--- src/sv/message_hash_entropy_kernel_core_assert.svh ---
// Assertion macros for the message hash entropy kernel
`ifndef MESSAGE_HASH_ENTROPY_KERNEL_CORE_ASSERT_SVH
`define MESSAGE_HASH_ENTROPY_KERNEL_CORE_ASSERT_SVH
`ifndef SYNTHESIS
// clocked check, off while reset is held
`define MHEK_ASSERT(lbl, prop) \
    lbl: assert property (@(posedge i_clk) disable iff (!i_rst_n) prop) \
    else $error("mhek check failed");
// clocked check that also covers reset
`define MHEK_ASSERT_RST(lbl, prop) \
    lbl: assert property (@(posedge i_clk) prop) \
    else $error("mhek reset check failed");
`else
`define MHEK_ASSERT(lbl, prop)
`define MHEK_ASSERT_RST(lbl, prop)
`endif
`endif

--- src/sv/mhek_pkg.sv ---
// Types, constants and helper functions of the message hash entropy kernel
package mhek_pkg;

    localparam int unsigned MAX_MSG_BYTES = 256;
    localparam int unsigned LEN_W = $clog2(MAX_MSG_BYTES + 1);
    localparam int unsigned DIST_W = 9;
    localparam int unsigned SCORE_W = 13;
    localparam int unsigned QT_W = 11;

    // divider widths: transitions*2000 / (len-1)
    localparam int unsigned DV_W = (LEN_W + 11 > 21) ? LEN_W + 11 : 21;
    localparam int unsigned DS_W = (LEN_W > 13) ? LEN_W : 13;
    localparam int unsigned CNT_W = $clog2(DV_W + 1);

    localparam logic [31:0] GOLD       = 32'h9E37_79B9;
    localparam logic [31:0] MIX_KEY    = 32'h5241_4641;
    localparam logic [31:0] SEED_RESET = 32'd1380009537;
    localparam logic [63:0] FNV_BASIS  = 64'hCBF2_9CE4_8422_2325;
    localparam logic [63:0] CHAIN_RESET = 64'(SEED_RESET) * 64'(GOLD);
    localparam logic [7:0]  LEVEL_RESET = 8'd128;
    localparam logic [SCORE_W-1:0] SCORE_CAP = SCORE_W'(8000);

    // score*255/8000 equals score*51/1600, taken as a reciprocal multiply
    localparam logic [19:0] LEVEL_RECIP = 20'd671089;  // ceil(2^30 / 1600)
    localparam int unsigned LEVEL_SHIFT = 30;

    // input op codes
    localparam logic OP_BYTE    = 1'b0;
    localparam logic OP_RESTART = 1'b1;

    // register index (paddr word bit)
    localparam logic REG_SEED = 1'b0;

    typedef struct packed {
        logic       op;
        logic [7:0] data_byte;
        logic       last_byte;
    } t_in_beat;

    typedef struct packed {
        logic [15:0]        mix_u;
        logic [15:0]        mix_v;
        logic [15:0]        mix_psi;
        logic [15:0]        mix_chi;
        logic [15:0]        mix_rho;
        logic [15:0]        mix_delta;
        logic [15:0]        mix_sigma;
        logic [7:0]         coherence_level;
        logic [7:0]         entropy_level_out;
        logic [63:0]        chained_hash_out;
        logic [31:0]        stage_out;
        logic [SCORE_W-1:0] diversity_score;
    } t_out_beat;

    // h * 0x100000001B3 mod 2^64 as shift-add
    function automatic logic [63:0] fnv_mul(input logic [63:0] h);
        return h + (h << 1) + (h << 4) + (h << 5) + (h << 7) + (h << 8) + (h << 40);
    endfunction

    // moving average, alpha 64/256
    function automatic logic [7:0] ema(input logic [7:0] s, input logic [7:0] x);
        logic [15:0] t;
        t = 16'(s) * 16'd192;
        return t[15:8] + {2'b00, x[7:2]};
    endfunction

endpackage

--- src/sv/message_hash_entropy_kernel_core.sv ---
// Top level of the message hash entropy kernel: sequencer, divider and mix multiplier
//
//  channel  direction  handshake                payload
//  in       input      i_in_valid / o_in_ready   i_in_data  (t_in_beat)
//  out      output     o_out_valid / i_out_ready o_out_data (t_out_beat)
//  cfg      input      APB psel/penable/pwrite   seed at byte address 0
//
// A byte beat is accepted, then hashed and counted (hash and count update).
// A last byte adds a chain fold, one pass of the one-bit-per-cycle divider
// for the transition term, a reciprocal multiply for the level, then seven passes
// through the shared 32x32 multiplier. A single-byte message skips the divider.
// A restart beat passes through S_RST, which uses the multiplier, and then S_RSTW.
// Reset is synchronous, active low; the kernel comes up as after a restart.
// Results wait in an output register; only the final write of a message stalls on it.
module message_hash_entropy_kernel_core
    import mhek_pkg::*;
(
    input  logic      i_clk,
    input  logic      i_rst_n,
    input  logic      i_in_valid,
    output logic      o_in_ready,
    input  t_in_beat  i_in_data,
    output logic      o_out_valid,
    input  logic      i_out_ready,
    output t_out_beat o_out_data,
    input  logic        psel,
    input  logic        penable,
    input  logic        pwrite,
    input  logic [2:0]  paddr,
    input  logic [31:0] pwdata,
    output logic [31:0] prdata,
    output logic        pready
);

`include "message_hash_entropy_kernel_core_assert.svh"

    typedef enum logic [3:0] {
        S_IDLE, S_BYTE, S_PREP, S_DIV, S_SCORE, S_LVL, S_AVG,
        S_MUL, S_MWB, S_OUT, S_RST, S_RSTW
    } t_state;

    t_state r_state, n_state, r_ret, n_ret;

    logic [31:0]        r_seed, n_seed;
    logic [63:0]        r_chain, n_chain;
    logic [7:0]         r_coh, n_coh, r_ent, n_ent;
    logic [31:0]        r_stage, n_stage;
    logic [63:0]        r_msg, n_msg;
    logic [255:0]       r_seen, n_seen;
    logic [DIST_W-1:0]  r_dist, n_dist;
    logic [LEN_W-1:0]   r_trans, n_trans, r_len, n_len;
    logic [7:0]         r_prev, n_prev, r_byte, n_byte;
    logic               r_last, n_last;
    logic [SCORE_W-1:0] r_base, n_base, r_score, n_score;
    logic [DS_W-1:0]    r_rem, n_rem, r_dvs, n_dvs;
    logic [DV_W-1:0]    r_quo, n_quo;
    logic [CNT_W-1:0]   r_cnt, n_cnt;
    logic [63:0]        r_prod, n_prod;
    logic [2:0]         r_idx, n_idx;
    logic [15:0]        r_mix [7];
    logic [15:0]        n_mix [7];
    logic               r_out_valid, n_out_valid;
    t_out_beat          r_out, n_out;

    // shared units
    logic [63:0] hash_in, hash_res;
    logic [31:0] mul_a;
    logic [63:0] mul_res;
    logic [DS_W:0] div_trial;
    logic          div_ge;
    logic [20:0]   base_prod;
    logic [SCORE_W:0] score_sum;
    logic [18:0]   lvl_num;
    logic [38:0]   lvl_prod;
    logic [7:0]    ent_new;
    logic          cfg_wr;

    assign hash_res = fnv_mul(hash_in);
    assign mul_res  = 64'(mul_a) * 64'(GOLD);
    assign div_trial = {r_rem, r_quo[DV_W-1]};
    assign div_ge    = div_trial >= {1'b0, r_dvs};
    assign base_prod = 21'(r_dist) * 21'd6000;
    assign score_sum = (SCORE_W+1)'(r_base) + (SCORE_W+1)'(r_quo[QT_W-1:0]);
    assign lvl_num   = 19'(r_score) * 19'd51;
    assign lvl_prod  = 39'(lvl_num) * 39'(LEVEL_RECIP);
    assign ent_new   = ema(r_ent, r_quo[7:0]);

    // configuration port
    assign pready = 1'b1;
    assign cfg_wr = psel && penable && pwrite && (paddr[2] == REG_SEED);
    assign prdata = (paddr[2] == REG_SEED) ? r_seed : 32'd0;

    assign o_in_ready  = (r_state == S_IDLE);
    assign o_out_valid = r_out_valid;
    assign o_out_data  = r_out;

    // operand selects for the shared units
    always_comb begin
        hash_in = (r_state == S_PREP) ? (r_chain ^ r_msg) : (r_msg ^ {56'd0, r_byte});
        case (r_idx)
            3'd0:    mul_a = MIX_KEY ^ r_chain[63:32];
            3'd1:    mul_a = MIX_KEY ^ r_chain[31:0];
            3'd2:    mul_a = {24'd0, r_ent};
            3'd3:    mul_a = r_stage + 32'd1;
            3'd4:    mul_a = {16'd0, r_mix[0] ^ r_mix[1]};
            3'd5:    mul_a = {16'd0, r_mix[2] ^ r_mix[3]};
            3'd6:    mul_a = {16'd0, r_mix[4] ^ r_mix[5]};
            default: mul_a = 32'd0;
        endcase
        if (r_state == S_RST) begin
            mul_a = r_seed;
        end
    end

    // sequencer next state
    always_comb begin
        n_state = r_state;   n_ret = r_ret;
        n_seed = r_seed;     n_chain = r_chain;  n_coh = r_coh;   n_ent = r_ent;
        n_stage = r_stage;   n_msg = r_msg;      n_seen = r_seen; n_dist = r_dist;
        n_trans = r_trans;   n_len = r_len;      n_prev = r_prev; n_byte = r_byte;
        n_last = r_last;     n_base = r_base;    n_score = r_score;
        n_rem = r_rem;       n_dvs = r_dvs;      n_quo = r_quo;   n_cnt = r_cnt;
        n_prod = r_prod;     n_idx = r_idx;      n_mix = r_mix;
        n_out_valid = r_out_valid;               n_out = r_out;

        if (cfg_wr) begin
            n_seed = pwdata;
        end
        if (r_out_valid && i_out_ready) begin
            n_out_valid = 1'b0;
        end

        case (r_state)
            S_IDLE: begin
                if (i_in_valid) begin
                    n_byte = i_in_data.data_byte;
                    n_last = i_in_data.last_byte;
                    n_state = (i_in_data.op == OP_RESTART) ? S_RST : S_BYTE;
                end
            end
            // hash, seen map and counters for one byte
            S_BYTE: begin
                n_msg = hash_res;
                if (!r_seen[r_byte]) begin
                    n_seen[r_byte] = 1'b1;
                    n_dist = r_dist + DIST_W'(1);
                end
                if (r_len < LEN_W'(MAX_MSG_BYTES)) begin
                    if (r_len != '0 && r_byte != r_prev) begin
                        n_trans = r_trans + LEN_W'(1);
                    end
                    n_len = r_len + LEN_W'(1);
                end
                n_prev = r_byte;
                n_state = r_last ? S_PREP : S_IDLE;
            end
            // chain fold, distinct term, start transition division if the message has more than one byte
            S_PREP: begin
                n_chain = hash_res;
                n_base = base_prod[20:8];
                n_ret = S_SCORE;
                n_rem = '0;
                if (r_len > LEN_W'(1)) begin
                    n_quo = DV_W'(r_trans) * DV_W'(2000);
                    n_dvs = DS_W'(r_len - LEN_W'(1));
                    n_cnt = CNT_W'(DV_W);
                    n_state = S_DIV;
                end else begin
                    n_quo = '0;
                    n_state = S_SCORE;
                end
            end
            // restoring divider, one quotient bit per cycle
            S_DIV: begin
                n_rem = div_ge ? DS_W'(div_trial - {1'b0, r_dvs}) : DS_W'(div_trial);
                n_quo = {r_quo[DV_W-2:0], div_ge};
                n_cnt = r_cnt - CNT_W'(1);
                if (r_cnt == CNT_W'(1)) begin
                    n_state = r_ret;
                end
            end
            // cap the score
            S_SCORE: begin
                n_score = (score_sum > (SCORE_W+1)'(SCORE_CAP)) ? SCORE_CAP
                                                              : score_sum[SCORE_W-1:0];
                n_state = S_LVL;
            end
            // scale the score to 0..255
            S_LVL: begin
                n_quo = DV_W'(lvl_prod[LEVEL_SHIFT+7:LEVEL_SHIFT]);
                n_state = S_AVG;
            end
            S_AVG: begin
                n_ent = ent_new;
                n_coh = ema(r_coh, 8'd255 - ent_new);
                n_stage = r_stage + 32'd1;
                n_idx = '0;
                n_state = S_MUL;
            end
            S_MUL: begin
                n_prod = mul_res;
                n_state = S_MWB;
            end
            S_MWB: begin
                n_mix[r_idx] = (r_idx == 3'd2 || r_idx == 3'd3) ? r_prod[31:16]
                                                                : r_prod[15:0];
                if (r_idx == 3'd6) begin
                    n_state = S_OUT;
                end else begin
                    n_idx = r_idx + 3'd1;
                    n_state = S_MUL;
                end
            end
            // publish the result beat and clear per-message state
            S_OUT: begin
                if (!r_out_valid || i_out_ready) begin
                    n_out_valid = 1'b1;
                    n_out.mix_u = r_mix[0];
                    n_out.mix_v = r_mix[1];
                    n_out.mix_psi = r_mix[2];
                    n_out.mix_chi = r_mix[3];
                    n_out.mix_rho = r_mix[4];
                    n_out.mix_delta = r_mix[5];
                    n_out.mix_sigma = r_mix[6];
                    n_out.coherence_level = r_coh;
                    n_out.entropy_level_out = r_ent;
                    n_out.chained_hash_out = r_chain;
                    n_out.stage_out = r_stage;
                    n_out.diversity_score = r_score;
                    n_msg = FNV_BASIS;
                    n_seen = '0;
                    n_dist = '0;
                    n_trans = '0;
                    n_len = '0;
                    n_prev = '0;
                    n_state = S_IDLE;
                end
            end
            S_RST: begin
                n_prod = mul_res;
                n_state = S_RSTW;
            end
            S_RSTW: begin
                n_chain = r_prod;
                n_coh = LEVEL_RESET;
                n_ent = LEVEL_RESET;
                n_stage = '0;
                n_msg = FNV_BASIS;
                n_seen = '0;
                n_dist = '0;
                n_trans = '0;
                n_len = '0;
                n_prev = '0;
                n_state = S_IDLE;
            end
            default: n_state = S_IDLE;
        endcase
    end

    // state and registered outputs
    always_ff @(posedge i_clk) begin
        if (!i_rst_n) begin
            r_state <= S_IDLE;
            r_ret <= S_IDLE;
            r_seed <= SEED_RESET;
            r_chain <= CHAIN_RESET;
            r_coh <= LEVEL_RESET;
            r_ent <= LEVEL_RESET;
            r_stage <= '0;
            r_msg <= FNV_BASIS;
            r_seen <= '0;
            r_dist <= '0;
            r_trans <= '0;
            r_len <= '0;
            r_prev <= '0;
            r_idx <= '0;
            r_cnt <= '0;
            r_out_valid <= 1'b0;
        end else begin
            r_state <= n_state;
            r_ret <= n_ret;
            r_seed <= n_seed;
            r_chain <= n_chain;
            r_coh <= n_coh;
            r_ent <= n_ent;
            r_stage <= n_stage;
            r_msg <= n_msg;
            r_seen <= n_seen;
            r_dist <= n_dist;
            r_trans <= n_trans;
            r_len <= n_len;
            r_prev <= n_prev;
            r_idx <= n_idx;
            r_cnt <= n_cnt;
            r_out_valid <= n_out_valid;
        end
        r_byte <= n_byte;
        r_last <= n_last;
        r_base <= n_base;
        r_score <= n_score;
        r_rem <= n_rem;
        r_dvs <= n_dvs;
        r_quo <= n_quo;
        r_prod <= n_prod;
        r_mix <= n_mix;
        r_out <= n_out;
    end

    // checks
    `MHEK_ASSERT(a_dist_pop, $countones(r_seen) == int'(r_dist))
    `MHEK_ASSERT(a_len_cap, r_len <= LEN_W'(MAX_MSG_BYTES))
    `MHEK_ASSERT(a_trans_len, (r_len == '0 && r_trans == '0) || r_trans < r_len)
    `MHEK_ASSERT(a_busy_after_beat, (i_in_valid && o_in_ready) |=> !o_in_ready)
    `MHEK_ASSERT_RST(a_rst_out, !i_rst_n |=> !o_out_valid)

endmodule

--- config.mk ---
export PLATFORM = sky130hd
export DESIGN_NAME = message_hash_entropy_kernel_core
export DESIGN_NICKNAME = d
export VERILOG_FILES = /design/src/sv/mhek_pkg.sv /design/src/sv/message_hash_entropy_kernel_core.sv
export VERILOG_INCLUDE_DIRS = /design/src /design/src/sv
export SDC_FILE = /design/constraint.sdc
export NUM_CORES = 2
export LEC_CHECK = 0
export CAP_MARGIN = 20
export CORE_UTILIZATION = 25
export CTS_BUF_LIST = sky130_fd_sc_hd__clkbuf_8 sky130_fd_sc_hd__clkbuf_16
export DETAILED_ROUTE_END_ITERATION = 16
export DONT_BUFFER_PORTS = 1
export GPL_ROUTABILITY_DRIVEN = 0
export SLEW_MARGIN = 20
export SYNTH_ARGS = -nofsm -noshare
export SYNTH_HDL_FRONTEND = slang
export SYNTH_SLANG_ARGS = --single-unit
--- constraint.sdc ---
create_clock -name i_clk -period 33.1 [get_ports i_clk]
set_input_delay 1.655 -clock i_clk [delete_from_list [all_inputs] [get_ports i_clk]]
set_output_delay 1.655 -clock i_clk [all_outputs]
set_load 0.01 [all_outputs]
* After elaboration in Yosys (flattened, before gate mapping)
Index checks and enable logic that the tools add are counted.
** Storage, ports and cells
- Register bits :: 1008
- Input port bits :: 52
- Output and inout port bits :: 272
- Word-level logic and storage cells :: 193
** Operators by class
- Add/subtract/negate cells :: 18
- Multiply operators :: 7
- Magnitude comparators :: 8
- Eq/ne operators :: 27
- Multiplexer cells :: 50
- Bitwise logic cells :: 10
- Reduce and logical (&&, ||, !) cells :: 30
** Operators by type and width (number)
- $pmux W256 S3 :: 1
- $mux W256 :: 2
- $add A64 B64 Y64 :: 6
- $or A256 B256 Y256 :: 1
- $pmux W32 S7 :: 1
- $pmux W64 S3 :: 1
- $mux W64 :: 2
- $pmux W64 S2 :: 1
- $bwmux W112 :: 1
- $pmux W9 S3 :: 3
- $mul A32 B32 Y64 const B :: 1
- $mux W32 :: 2
- $pmux W32 S2 :: 1
- $xor A64 B64 Y64 :: 1
- $xor A64 B8 Y64 :: 1
- $pmux W21 S3 :: 1
- $demux W16 S3 :: 1
- $xor A16 B16 Y16 :: 3
- $mux W9 :: 5
- $pmux W4 S11 :: 1
- $mul A19 B20 Y38 const B :: 1
- $add A32 B1 Y32 const B :: 1
- $mux W16 :: 2
- $pmux W8 S2 :: 2
- other kinds (60) :: 108

* Longest topological paths before layout
- Depth after elaboration :: 9
- Depth in mapped cells :: 41
- Depth with buffers taken out :: 41

* Least setup slack after synthesis
OpenSTA, ideal clock, no wires.
- Path type :: input -> register
- Start :: in i_out_ready
- End :: reg r_out (netlist bit o_out_data[0]) (enable)
- Setup time :: 1.127 ns
- Arrival time :: 17.687 ns
- Required time :: 31.973 ns
- Setup slack :: 14.286 ns
- Stages :: 2
- Path buffers :: 0
- Path through :: nor2b_1 -> nor3_1
** Between the ends
- Longest elaborated chain between the ends :: 2
** RTL lines
- start, declared :: RTL line message_hash_entropy_kernel_core.sv:24 : input logic i_out_ready,
- $logic_or A1 B1 Y1 :: RTL line message_hash_entropy_kernel_core.sv:216 : if (!r_out_valid || i_out_ready) begin
- $reduce_and A2 Y1 (no line)
- end signal, assigned :: RTL line message_hash_entropy_kernel_core.sv:306 : r_out <= n_out;
- end, declared :: RTL line message_hash_entropy_kernel_core.sv:63 : t_out_beat r_out, n_out;
Every way passes these cells.
A chain may end at the register's enable or synchronous reset.

* Worst setup path after layout
- Start :: reg r_stage[0]
- End :: reg r_prod[59] (data pin)
** Between the ends
- Longest elaborated chain between the ends :: 4
** RTL lines
- start, declared :: RTL line message_hash_entropy_kernel_core.sv:47 : logic [31:0] r_stage, n_stage;
- start signal, assigned :: RTL line message_hash_entropy_kernel_core.sv:286 : r_stage <= n_stage;
- $add A32 B1 Y32 :: RTL line message_hash_entropy_kernel_core.sv:104 : 3'd3: mul_a = r_stage + 32'd1;
- $pmux W32 S7 :: RTL line message_hash_entropy_kernel_core.sv:100 : case (r_idx)
- $mux W32 :: RTL line message_hash_entropy_kernel_core.sv:110 : if (r_state == S_RST) begin
- $mul A32 B32 Y64 :: RTL line message_hash_entropy_kernel_core.sv:79 : assign mul_res = 64'(mul_a) * 64'(GOLD);
- net mul_res[59] :: RTL line message_hash_entropy_kernel_core.sv:68 : logic [63:0] mul_res;
- end signal, assigned :: RTL line message_hash_entropy_kernel_core.sv:304 : r_prod <= n_prod;
- end, declared :: RTL line message_hash_entropy_kernel_core.sv:58 : logic [63:0] r_prod, n_prod;
The timed path passes the listed nets, and every way through them passes these cells.

==> run metrics <==
Fin Setup TNS=0 ps; CP Max Fanout=9; asr flop ratio synth=0; worst rel slew slack=0.2030; worst setup path class=reg -> reg; fmax=83.56 MHz; synthesized area=80,560 sq um; met1 GRT Util=0.1928; top-count cell post-synth=inv_1; post-route cell area=89,630 sq um; first-pass GRT wire length=367.1 mm; First-pass DRT Iterations=8; drt drc=0; Root Driver=clkbuf_16; I/O Buffers=0; Iter 0 DRT Violations=roughly 4,600; number of global-route vias before repair=55,272; CP max stage delay=760 ps; worst hold path class=reg -> reg; Hold Vio Cnt, Final=0; post-layout min period=11,970 ps; met2 usage=0.2455; placeable core area=approximately 320,000 sq um; Slowest-stage cell, CP=nor3_1; die area=324,500 sq um; Starting Density=0.2510; Clk Latency, worst-skew pair=770 ps; DR vias/cell=4.577; setup bufs post-CTS=0; initial antenna violation count=18; CTS sink count=1,005; drt total wl=approximately 250 mm; # setup viols final=0; share of layout cells above drive strength 1=0.05859; clock-pin slew on the worst setup and hold paths=60 ps; pin count of the biggest net entering global routing=106; slew at the pin with the worst max-slew slack=1193 ps; Yosys cell types=82; total gr overflow=0; number of synthesized flops with an enable pin=492; Std-Cell Rows=208; Post-DRT Antenna Nets=0; Setup crit start kind=flip-flop; CP required=33,610 ps; period utilisation layout=0.3615; CTS tree=built; Syn Inst Count=approximately 7,600; status=finished clean; GRT Resource Usage Total=0.1519; Layout Area Growth over Synthesis=11.26%; maxcap violations=0; CTS Buf Count=106; CTS resizes=0; Synth area leader=fa_1; Final Util=0.2793; Seq cells post-synth=roughly 1,000; io pins=324; met3 Use GR=0.03050; placed instance area=85,990 sq um; Final Max Tran Viols=0; Worst Path Arrival=roughly 12,000 ps; Yosys Warn Count=0; via count=54,966; Hold Buf Count CTS=0; Synth top area share=0.2333; Final #Nets=9,449; most used routing layer in global routing=met2; main flop type after synthesis=dfxtp_1; WL/cell=approximately 21 um; H-Tree Depth=3; Synth top cells by count=1,347 x inv_1, 939 x fa_1, 853 x ha_1, 643 x nand2_1, 513 x dfxtp_1; Synth Net Count=9,482; clock skew=75.48 ps; Die Width=569.7 um; Post-Syn Area per Cell=between 10 and 15 sq um; chip height=569.7 um; detailed placement HPWL=between 200 and 250 mm; unrepaired setup endpoints after global routing=false; critical path endpoint category=flip-flop; clk buf depth=3; Area contributors post-synth=fa_1 23%, edfxtp_1 18%, ha_1 13%; post-synthesis sequential area ratio=0.3109
==> worst max-delay path, delay by kind of cell, from the launching register on <==
family,cells,cell delay (ps)
adders and majority gates,9,4080
DFF,1,460
AOI/OAI and AO/OA,11,3290
buffers and inverters,5,560
xor gates and xnor gates,2,390
and+or+nand+nor,8,2890
==> worst paths after layout <==
path	from	end	slack, ps	cells after the start
min	r_mix[2]$_DFFE_PP_	o_out_data[127]$_DFFE_PP_	420	0
max reg2reg	r_stage[0]$_SDFFE_PN0P_	r_prod[59]$_DFFE_PP_	21130	35
max	r_stage[0]$_SDFFE_PN0P_	r_prod[59]$_DFFE_PP_	21130	35
min reg2reg	r_mix[2]$_DFFE_PP_	o_out_data[127]$_DFFE_PP_	420	0
==> flip-flops by register name (all words and copies together) (netlist names), 9 cells and up <==
name        count
r_base         13
o_out_data    237
r_seed         32
r_msg          64
r_chain        64
r_stage        32
r_dist          9
r_score        13
r_seen        256
r_prod         64
r_dvs          10
r_mix         112
r_len           9
r_quo          21
r_rem          13
r_trans         9
==> cell type report <==
cell class	count	area, sq um
inverters	1349	5071
well taps	4305	5386
fillers	33566	231300
clock buffers	116	2813
multi-input cells	5035	49710
flip-flops and latches	1005	25040
repair buffers	108	805.8
diodes	5	12.51
clock inverters	85	783.3
==> per-layer routing <==
layer  vias up  share of wire
met5         -        0.00013
met4         4          0.056
met3       414          0.070
met2      1723           0.46
met1     27544           0.41
li1      25281              -
==> stage by stage <==
step / instances / setup WS [ps] / hold WS, ps
final: 12008 / 21130 / 417.2
after floorplan: 7638 / 14290 / 400.3
after global routing: 12007 / 20870 / 423.3
after global placement: 11799 / 21380 / 401.3
after CTS: 12001 / 21370 / 418.1
after detailed placement: 11800 / 21420 / 404.5
==> cells in the final DEF, fill, tap and decap left out, types with 42 or more instances in the layout <==
| master | netlist | layout |
|---|---|---|
| a22oi_1 | 85 | 85 |
| xnor2_1 | 257 | 248 |
| ha_1 | 853 | 852 |
| a21oi_1 | 396 | 393 |
| buf_4 | 3 | 105 |
| nand2_1 | 643 | 643 |
| clkbuf_16 | 0 | 108 |
| mux4_2 | 80 | 80 |
| fa_1 | 939 | 939 |
| a21o_1 | 90 | 90 |
| o21ai_0 | 326 | 314 |
| nand3_1 | 93 | 91 |
| and3_1 | 42 | 42 |
| inv_1 | 1347 | 1364 |
| nand4_1 | 51 | 51 |
| edfxtp_1 | 492 | 492 |
| nor2_1 | 381 | 371 |
| nor2b_1 | 79 | 76 |
| nor3_1 | 56 | 51 |
| xor2_1 | 140 | 140 |
| dfxtp_1 | 513 | 513 |
==> cell families (layout without fill, tap and decap cells) <==
| group | after synthesis | after routing | synth area share |
|---|---|---|---|
| adder cells (fa/ha/maj) | 1792 | 1792 | 0.3658 |
| buffers and inverters | 1598 | 1658 | 0.07505 |
| AND/OR/NAND/NOR | 1471 | 1471 | 0.08105 |
| AO/OA/AOI/OAI | 1250 | 1250 | 0.09588 |
| flip-flops | 1005 | 1005 | 0.3109 |
| XOR/XNOR | 397 | 397 | 0.04316 |
| multiplexers | 124 | 124 | 0.02810 |
| other | 1 | 6 | 0.00004655 |
Power is not shown: default switching activity piles up to over one toggle a cycle in this logic, so the estimate is an artifact.
